$ cat src/rtl/kle_pkg.sv
// Shared types, constants and the scancode translation for the keyboard line editor.
`default_nettype none

package kle_pkg;

  // Default number of character cells in the line.
  localparam int LINE_DEPTH_DEF = 64;

  // Width of a cell position; covers every allowed line depth.
  localparam int CELL_IDX_W = 8;

  // Field widths.
  localparam int SCAN_W = 8;
  localparam int CHAR_W = 7;
  localparam int POS_W  = 6;
  localparam int KIND_W = 2;

  // Largest line length that the position fields can report.
  localparam int POS_MAX = 63;

  // Insert limit after reset.
  localparam logic [POS_W-1:0] INSERT_LIMIT_RST = 6'd62;

  // Scancodes handled outside the table.
  localparam logic [SCAN_W-1:0] CODE_LEFT  = 8'h4B;
  localparam logic [SCAN_W-1:0] CODE_RIGHT = 8'h4D;

  // Internal key codes.
  localparam logic [CHAR_W-1:0] CH_NONE      = 7'h00;
  localparam logic [CHAR_W-1:0] CH_LEFT      = 7'h01;
  localparam logic [CHAR_W-1:0] CH_RIGHT     = 7'h02;
  localparam logic [CHAR_W-1:0] CH_BACKSPACE = 7'h08;
  localparam logic [CHAR_W-1:0] CH_ENTER     = 7'h0A;
  localparam logic [CHAR_W-1:0] CH_PRINT_MIN = 7'h20;

  // Result kinds.
  localparam logic [KIND_W-1:0] KIND_STATUS = 2'd0;
  localparam logic [KIND_W-1:0] KIND_CMD    = 2'd1;
  localparam logic [KIND_W-1:0] KIND_EMPTY  = 2'd2;

  // Scancode table, set 1 codes 0x00 to 0x39.
  localparam int KEY_TABLE_N = 58;
  localparam logic [CHAR_W-1:0] KEY_TABLE [KEY_TABLE_N] = '{
    7'h00, 7'h1B, 7'h31, 7'h32, 7'h33, 7'h34, 7'h35, 7'h36,
    7'h37, 7'h38, 7'h39, 7'h30, 7'h2D, 7'h3D, 7'h08, 7'h09,
    7'h71, 7'h77, 7'h65, 7'h72, 7'h74, 7'h79, 7'h75, 7'h69,
    7'h6F, 7'h70, 7'h5B, 7'h5D, 7'h0A, 7'h00, 7'h61, 7'h73,
    7'h64, 7'h66, 7'h67, 7'h68, 7'h6A, 7'h6B, 7'h6C, 7'h3B,
    7'h27, 7'h60, 7'h00, 7'h5C, 7'h7A, 7'h78, 7'h63, 7'h76,
    7'h62, 7'h6E, 7'h6D, 7'h2C, 7'h2E, 7'h2F, 7'h00, 7'h00,
    7'h00, 7'h20
  };

  // What every cell does with its stored character.
  typedef enum logic [1:0] {
    OP_HOLD   = 2'd0,
    OP_DEL    = 2'd1,
    OP_INS    = 2'd2,
    OP_STREAM = 2'd3
  } cell_op_t;

  // Command broadcast along the row of cells.
  typedef struct packed {
    cell_op_t          op;
    logic [POS_W-1:0]  pos;
    logic [CHAR_W-1:0] ch;
  } cell_cmd_t;

  // Translate a raw scancode into a key code; unmapped codes give CH_NONE.
  function automatic logic [CHAR_W-1:0] translate(input logic [SCAN_W-1:0] code);
    logic [CHAR_W-1:0] res;
    res = CH_NONE;
    if (code == CODE_LEFT) begin
      res = CH_LEFT;
    end else if (code == CODE_RIGHT) begin
      res = CH_RIGHT;
    end else if (code < SCAN_W'(KEY_TABLE_N)) begin
      res = KEY_TABLE[code[5:0]];
    end
    return res;
  endfunction

endpackage

`default_nettype wire

$ cat src/rtl/kle_in_if.sv
// Scancode input channel with valid/ready transfer.
`default_nettype none

interface kle_in_if;
  logic                          valid;
  logic                          ready;
  logic [kle_pkg::SCAN_W-1:0]    scancode;

  modport source (output valid, output scancode, input ready);
  modport sink   (input valid, input scancode, output ready);
endinterface

`default_nettype wire

$ cat src/rtl/kle_out_if.sv
// Result output channel with valid/ready transfer.
`default_nettype none

interface kle_out_if;
  logic                          valid;
  logic                          ready;
  logic [kle_pkg::KIND_W-1:0]    kind;
  logic [kle_pkg::CHAR_W-1:0]    char_code;
  logic [kle_pkg::POS_W-1:0]     cursor_index;
  logic [kle_pkg::POS_W-1:0]     line_length;
  logic                          last;

  modport source (output valid, output kind, output char_code, output cursor_index,
                  output line_length, output last, input ready);
  modport sink   (input valid, input kind, input char_code, input cursor_index,
                  input line_length, input last, output ready);
endinterface

`default_nettype wire

$ cat src/rtl/kle_cell.sv
// One character cell of the line; moves data to or from its neighbors.
`default_nettype none

module kle_cell #(
  parameter int IDX = 0
) (
  input  wire                            clk,
  input  wire kle_pkg::cell_cmd_t        cmd,
  input  wire [kle_pkg::CHAR_W-1:0]      left_data,
  input  wire [kle_pkg::CHAR_W-1:0]      right_data,
  output logic [kle_pkg::CHAR_W-1:0]     data
);

  localparam logic [kle_pkg::CELL_IDX_W-1:0] MyIdx = kle_pkg::CELL_IDX_W'(IDX);

  logic [kle_pkg::CHAR_W-1:0]     data_r;
  logic [kle_pkg::CHAR_W-1:0]     data_nxt;
  logic [kle_pkg::CELL_IDX_W-1:0] pos_ext;

  assign pos_ext = kle_pkg::CELL_IDX_W'(cmd.pos);

  // Select the next character from this cell or a neighbor.
  always_comb begin
    data_nxt = data_r;
    case (cmd.op)
      kle_pkg::OP_HOLD: begin
        data_nxt = data_r;
      end
      kle_pkg::OP_DEL: begin
        if (MyIdx >= pos_ext) data_nxt = right_data;
      end
      kle_pkg::OP_INS: begin
        if (MyIdx > pos_ext) begin
          data_nxt = left_data;
        end else if (MyIdx == pos_ext) begin
          data_nxt = cmd.ch;
        end
      end
      kle_pkg::OP_STREAM: begin
        data_nxt = right_data;
      end
      default: begin
        data_nxt = data_r;
      end
    endcase
  end

  // Character storage; no reset, a cell is read only after it is written.
  always_ff @(posedge clk) begin
    data_r <= data_nxt;
  end

  assign data = data_r;

endmodule

`default_nettype wire

$ cat src/rtl/keyboard_line_editor_unit.sv
// Top level of the keyboard line editor: control, cell row and output register.
// The block takes set-1 scancodes and keeps an edit line held in a row of
// LINE_DEPTH character cells. A key that changes nothing visible, an arrow, a
// backspace or a printable character is handled in the cycle of its transfer
// and gives one status result; the cells shift in that same cycle. Enter gives
// one result per character, one per cycle while the output side takes them,
// by shifting the whole row toward cell zero; an empty line gives one result.
// A new scancode is taken when the block is not streaming a line and the
// output register is free or being emptied in that cycle. Unmapped codes
// and release codes are taken and dropped without a result. cfg_we writes
// the insert limit from cfg_wdata; the user must do so only while the block
// is idle, which the block itself does not enforce.
`default_nettype none

module keyboard_line_editor_unit #(
  parameter int LINE_DEPTH = kle_pkg::LINE_DEPTH_DEF
) (
  input  wire                          clk,
  input  wire                          rst_n,
  kle_in_if.sink                       in_ch,
  kle_out_if.source                    out_ch,
  input  wire                          cfg_we,
  input  wire [kle_pkg::POS_W-1:0]     cfg_wdata
);

  localparam int LineCap = ((LINE_DEPTH - 1) < kle_pkg::POS_MAX) ?
                           (LINE_DEPTH - 1) : kle_pkg::POS_MAX;

  typedef enum logic [1:0] {
    ST_IDLE   = 2'b01,
    ST_STREAM = 2'b10
  } state_t;

  state_t                       state_r, state_nxt;
  logic [kle_pkg::POS_W-1:0]    cursor_r, cursor_nxt;
  logic [kle_pkg::POS_W-1:0]    len_r, len_nxt;
  logic [kle_pkg::POS_W-1:0]    rem_r, rem_nxt;
  logic [kle_pkg::POS_W-1:0]    limit_r;

  logic                         out_valid_r;
  logic [kle_pkg::KIND_W-1:0]   out_kind_r;
  logic [kle_pkg::CHAR_W-1:0]   out_char_r;
  logic [kle_pkg::POS_W-1:0]    out_cursor_r;
  logic [kle_pkg::POS_W-1:0]    out_len_r;
  logic                         out_last_r;

  logic                         out_load;
  logic [kle_pkg::KIND_W-1:0]   ld_kind;
  logic [kle_pkg::CHAR_W-1:0]   ld_char;
  logic [kle_pkg::POS_W-1:0]    ld_cursor;
  logic [kle_pkg::POS_W-1:0]    ld_len;
  logic                         ld_last;

  logic                         out_free;
  logic                         in_xfer;
  logic [kle_pkg::CHAR_W-1:0]   key;
  kle_pkg::cell_cmd_t           cmd;

  logic [kle_pkg::CHAR_W-1:0]   cell_q [LINE_DEPTH];

  assign out_free     = !out_valid_r || out_ch.ready;
  assign in_ch.ready  = (state_r == ST_IDLE) && out_free;
  assign in_xfer      = in_ch.valid && in_ch.ready;
  assign key          = kle_pkg::translate(in_ch.scancode);

  // Row of character cells; the ends see zero and their own data.
  for (genvar gi = 0; gi < LINE_DEPTH; gi++) begin : g_cell
    logic [kle_pkg::CHAR_W-1:0] left_d;
    logic [kle_pkg::CHAR_W-1:0] right_d;
    if (gi == 0) begin : g_first
      assign left_d = '0;
    end else begin : g_mid_l
      assign left_d = cell_q[gi-1];
    end
    if (gi == LINE_DEPTH - 1) begin : g_end
      assign right_d = cell_q[gi];
    end else begin : g_mid_r
      assign right_d = cell_q[gi+1];
    end
    kle_cell #(.IDX(gi)) u_cell (
      .clk        (clk),
      .cmd        (cmd),
      .left_data  (left_d),
      .right_data (right_d),
      .data       (cell_q[gi])
    );
  end

  // Edit decisions, stream sequencing and the cell command.
  always_comb begin
    state_nxt  = state_r;
    cursor_nxt = cursor_r;
    len_nxt    = len_r;
    rem_nxt    = rem_r;
    cmd.op     = kle_pkg::OP_HOLD;
    cmd.pos    = cursor_r;
    cmd.ch     = key;
    out_load   = 1'b0;
    ld_kind    = kle_pkg::KIND_STATUS;
    ld_char    = '0;
    ld_cursor  = '0;
    ld_len     = '0;
    ld_last    = 1'b1;

    case (state_r)
      ST_IDLE: begin
        if (in_xfer && key != kle_pkg::CH_NONE) begin
          if (key == kle_pkg::CH_ENTER) begin
            cursor_nxt = '0;
            if (len_r == '0) begin
              out_load = 1'b1;
              ld_kind  = kle_pkg::KIND_EMPTY;
            end else begin
              state_nxt = ST_STREAM;
              rem_nxt   = len_r;
              len_nxt   = '0;
            end
          end else begin
            if (key == kle_pkg::CH_BACKSPACE) begin
              if (cursor_r != '0 && len_r != '0 && cursor_r <= len_r) begin
                cmd.op     = kle_pkg::OP_DEL;
                cmd.pos    = cursor_r - 1'b1;
                cursor_nxt = cursor_r - 1'b1;
                len_nxt    = len_r - 1'b1;
              end
            end else if (key == kle_pkg::CH_LEFT) begin
              if (cursor_r != '0) cursor_nxt = cursor_r - 1'b1;
            end else if (key == kle_pkg::CH_RIGHT) begin
              if (cursor_r < len_r) cursor_nxt = cursor_r + 1'b1;
            end else if (key >= kle_pkg::CH_PRINT_MIN) begin
              if (len_r < kle_pkg::POS_W'(LineCap) && cursor_r < limit_r &&
                  cursor_r <= len_r) begin
                cmd.op     = kle_pkg::OP_INS;
                cursor_nxt = cursor_r + 1'b1;
                len_nxt    = len_r + 1'b1;
              end
            end
            out_load  = 1'b1;
            ld_kind   = kle_pkg::KIND_STATUS;
            ld_cursor = cursor_nxt;
            ld_len    = len_nxt;
          end
        end
      end
      ST_STREAM: begin
        // Cell zero holds the next character; the row shifts toward it.
        if (out_free) begin
          out_load = 1'b1;
          ld_kind  = kle_pkg::KIND_CMD;
          ld_char  = cell_q[0];
          ld_last  = (rem_r == kle_pkg::POS_W'(1));
          cmd.op   = kle_pkg::OP_STREAM;
          rem_nxt  = rem_r - 1'b1;
          if (rem_r == kle_pkg::POS_W'(1)) state_nxt = ST_IDLE;
        end
      end
      default: begin
        state_nxt = ST_IDLE;
      end
    endcase
  end

  // Control state and insert limit register.
  always_ff @(posedge clk) begin
    if (!rst_n) begin
      state_r     <= ST_IDLE;
      cursor_r    <= '0;
      len_r       <= '0;
      rem_r       <= '0;
      limit_r     <= kle_pkg::INSERT_LIMIT_RST;
      out_valid_r <= 1'b0;
    end else begin
      state_r  <= state_nxt;
      cursor_r <= cursor_nxt;
      len_r    <= len_nxt;
      rem_r    <= rem_nxt;
      if (cfg_we) limit_r <= cfg_wdata;
      if (out_load) begin
        out_valid_r <= 1'b1;
      end else if (out_ch.ready) begin
        out_valid_r <= 1'b0;
      end
    end
  end

  // Output payload register, loaded with each new result.
  always_ff @(posedge clk) begin
    if (out_load) begin
      out_kind_r   <= ld_kind;
      out_char_r   <= ld_char;
      out_cursor_r <= ld_cursor;
      out_len_r    <= ld_len;
      out_last_r   <= ld_last;
    end
  end

  assign out_ch.valid        = out_valid_r;
  assign out_ch.kind         = out_kind_r;
  assign out_ch.char_code    = out_char_r;
  assign out_ch.cursor_index = out_cursor_r;
  assign out_ch.line_length  = out_len_r;
  assign out_ch.last         = out_last_r;

endmodule

`default_nettype wire
$ cat src/flat_wrapper.sv
// flat-port wrapper written by rule: the top's interface ports become plain ports
module keyboard_line_editor_unit_flat 
#(
  parameter int LINE_DEPTH = kle_pkg::LINE_DEPTH_DEF
)
  (clk, rst_n, cfg_we, cfg_wdata, in_ch_valid, in_ch_scancode, in_ch_ready, out_ch_valid, out_ch_kind, out_ch_char_code, out_ch_cursor_index, out_ch_line_length, out_ch_last, out_ch_ready);
  kle_in_if in_ch_i ();
  kle_out_if out_ch_i ();
  input  wire clk;
  input  wire rst_n;
  input  wire cfg_we;
  input  wire [kle_pkg::POS_W-1:0] cfg_wdata;
  input wire logic [$bits(in_ch_i.valid)-1:0] in_ch_valid;
  input wire logic [$bits(in_ch_i.scancode)-1:0] in_ch_scancode;
  output wire logic [$bits(in_ch_i.ready)-1:0] in_ch_ready;
  output wire logic [$bits(out_ch_i.valid)-1:0] out_ch_valid;
  output wire logic [$bits(out_ch_i.kind)-1:0] out_ch_kind;
  output wire logic [$bits(out_ch_i.char_code)-1:0] out_ch_char_code;
  output wire logic [$bits(out_ch_i.cursor_index)-1:0] out_ch_cursor_index;
  output wire logic [$bits(out_ch_i.line_length)-1:0] out_ch_line_length;
  output wire logic [$bits(out_ch_i.last)-1:0] out_ch_last;
  input wire logic [$bits(out_ch_i.ready)-1:0] out_ch_ready;
  assign in_ch_i.valid = in_ch_valid;
  assign in_ch_i.scancode = in_ch_scancode;
  assign in_ch_ready = in_ch_i.ready;
  assign out_ch_valid = out_ch_i.valid;
  assign out_ch_kind = out_ch_i.kind;
  assign out_ch_char_code = out_ch_i.char_code;
  assign out_ch_cursor_index = out_ch_i.cursor_index;
  assign out_ch_line_length = out_ch_i.line_length;
  assign out_ch_last = out_ch_i.last;
  assign out_ch_i.ready = out_ch_ready;
  keyboard_line_editor_unit #(.LINE_DEPTH(LINE_DEPTH)) u_core (.clk(clk), .rst_n(rst_n), .in_ch(in_ch_i), .out_ch(out_ch_i), .cfg_we(cfg_we), .cfg_wdata(cfg_wdata));
endmodule
$ cat config.mk
export PLATFORM = sky130hd
export DESIGN_NAME = keyboard_line_editor_unit_flat
export DESIGN_NICKNAME = d
export VERILOG_FILES = /design/src/rtl/kle_pkg.sv /design/src/rtl/kle_in_if.sv /design/src/rtl/kle_out_if.sv /design/src/rtl/kle_cell.sv /design/src/rtl/keyboard_line_editor_unit.sv /design/src/flat_wrapper.sv
export SDC_FILE = /design/constraint.sdc
export NUM_CORES = 1
export LEC_CHECK = 0
export BUFFER_PORTS_ARGS = -buffer_cell sky130_fd_sc_hd__buf_4
export CORE_ASPECT_RATIO = 1.5
export CORE_MARGIN = 2
export CORE_UTILIZATION = 40
export CTS_CLUSTER_SIZE = 24
export DETAILED_ROUTE_END_ITERATION = 10
export SETUP_SLACK_MARGIN = 0.02
export SLEW_MARGIN = 25
export SYNTH_ARGS = -nofsm -noshare
export SYNTH_HDL_FRONTEND = slang
export SYNTH_HIERARCHICAL = 1
export SYNTH_SLANG_ARGS = --single-unit
$ cat constraint.sdc
create_clock -name clk -period 23.4 [get_ports clk]
set_input_delay 4.68 -clock clk [delete_from_list [all_inputs] [get_ports clk]]
set_output_delay 4.68 -clock clk [all_outputs]
set_load 0.01 [all_outputs]
==> out/results.tsv <==
metric	value	unit
PD cells	84.7	nW/um^2
startpoint types	input pin	
cell family with most CP delay	buffers and inverters	
CTS sink cnt	497	
vias in the first global route	25200	
initial core utilization	40.3	%
setup TNS	0	ps
CTS Root Cell	clkbuf_16	
Hold Fails Final Rpt	0	
Worst-path clk slew	60	ps
number of buffers added on ports	42	
Core Area	78500	um^2
PnR worst setup slack	12490	ps
share of cells above drive strength 1	13.8	%
Largest stage delay, worst path	780	ps
gr usage total	21.3	%
Buffers & Inverters on Critical Path	5	
crit end category	flip-flop	
fmax	91.7	MHz
final layout net count	3160	
CTS Hold Buffers Added	0	
Post-Synthesis Mean Instance Area	10.1	um^2
fin. max-slew vios	0	
total number of yosys warnings	6	
GRT overflow	0	
worst slew pin tran	1020	ps
placed insts	4078	
largest net degree at the start of global routing	155	
post-route ant nets	0	
Peak VDD IR	0.0607	mV
First-pass DRT Iterations	6	
Max-Cap Viols	0	
cts repair resizes	0	
Iter 0 DRT Violations	2109	
DRC violations left	0	
die footprint	81400	um^2
dpl ws	11930	ps
Setup CP Type	in2reg	
synthesized cell area	31600	um^2
crit path max fanout	154	
CTS max path bufs	3	
Clock Latency Late Sink	630	ps
Req. time, crit path	23730	ps
Die Y	348	um
RSZ-0062 raised after global routing	false	
Synth-to-Final Area Change	8.51	%
H-tree Lvls	2	
vias post-DR	25300	
# setup viols final	0	
clock period minus final worst setup slack	10910	ps
Final period util	46.6	%
syn nets	3173	
worst-path cell chain	buf_4 -> inv_1 -> ha_1 -> nor2_1 -> a211oi_1 -> o31a_1 -> and4b_4 -> or4_1 -> and4_1 -> nand2_1 -> nor2_1 -> xor2_4 -> buf_4 -> buf_12 -> buf_4 -> and2_1 -> o31ai_1 -> maj3_1	
status	finished, final reports clean	
Post-CTS Repair Setup Buffers	0	
ant diodes	0	
Cells after Synth	3121	
Crit path top cell by count	buf_4	
WP data arrival	11240	ps
CTS Buf Count	52	
final wirelength	88.5	mm
first-pass GRT wire length	139	mm
min-delay worst type	reg2reg	
post-route insts no fill	4175	
post-DR wirelength/cell	21.2	um
leakage power	12.1	nW
CTS tree	built	
worst hold slack	491	ps
Max-slew headroom	31.2	%
slowest library cell on the worst path	buf_4	
Die Wd	234	um
IO Pins	43	
antenna violations before repair	0	
Vias/cell	6.05	
GPL Wtd Cong	0.863	
HPWL after DPL	57.8	mm
clock skew	25.3	ps
Rows	126	
per-stage QoR:
stage	total power [W]	instance area (um^2)	util (%)
floorplan	0.00188	31600	-
global placement	0.00206	32600	41.6
CTS	0.00293	34300	43.7
detailed placement	0.00208	32600	41.6
global route	0.00305	34300	43.7
finish	0.00291	34300	43.7
worst reg2reg max path: cells and delay by family (launching register included):
family                   cells  cell delay [ps]
buffers and inverters        3             2180
flip-flops                   1              820
AND/OR/NAND/NOR              4             1130
XOR/XNOR                     1              160
adder cells (fa/ha/maj)      2              880
AO/OA/AOI/OAI                4             1320
where the power goes:
part / total, W / switching, W / leakage (nW) / internal [W]
registers: 0.00131 / 0.0000899 / 4.49 / 0.00122
logic: 0.000755 / 0.000496 / 6.80 / 0.000259
clock network: 0.000845 / 0.000373 / 0.827 / 0.000473
total: 0.00291 / 0.000959 / 12.1 / 0.00195
per-layer routing:
metal / track usage, % / share of wire (%) / routed length, um
met1: 25.4 / 40 / 35500
met2: 39.1 / 52 / 46400
met3: 2.28 / 4.3 / 3820
met4: 7.76 / 3.2 / 2800
met5: 0 / 0 / 0
layout by cell type, fill, tap and decap left out, drive strengths merged, types with 40 or more instances in the layout:
master / count
maj3: 40
nand2: 283
o21ai: 323
nor2: 379
nand4: 40
inv: 51
buf: 74
nor2b: 47
a21oi: 83
edfxtp: 470
o211ai: 67
nand3: 170
a31oi: 327
a221o: 49
clkbuf: 59
and2: 56
mux2i: 93
layout make-up:
class,instances,area (um^2)
multi-input cells,2432,15900
clock buffers,59,1360
fillers,7497,44200
inverters,51,198
well taps,1024,1280
clock inverters,38,330
repair buffers,74,593
flip-flops and latches,497,14700
state kept, by name, indices dropped and copies added (netlist names), 2 cells and up:
signal and cells:
u_core/rem_r 6, u_core/limit_r 6, u_core/out_ch.kind 2, u_core/g_cell.u_cell/data 448
u_core/len_r 6, u_core/cursor_r 6, u_core/out_ch.line_length 6, u_core/out_ch.cursor_index 6
u_core/out_ch.char_code 7, u_core/state_r 2
worst paths after layout:
path / start / cells past startpoint / slack [ps] / end
worst max-delay path: in_ch_scancode[1] / 18 / 12490 / u_core/g_cell[49].u_cell/data[3]
worst min-delay path: u_core/limit_r[1] / 2 / 490 / u_core/limit_r[1]
worst max register to register: u_core/cursor_r[3] / 14 / 16620 / u_core/g_cell[49].u_cell/data[3]
worst min register to register: u_core/limit_r[1] / 2 / 490 / u_core/limit_r[1]
No activity file was read; power rests on OpenSTA's default activity.
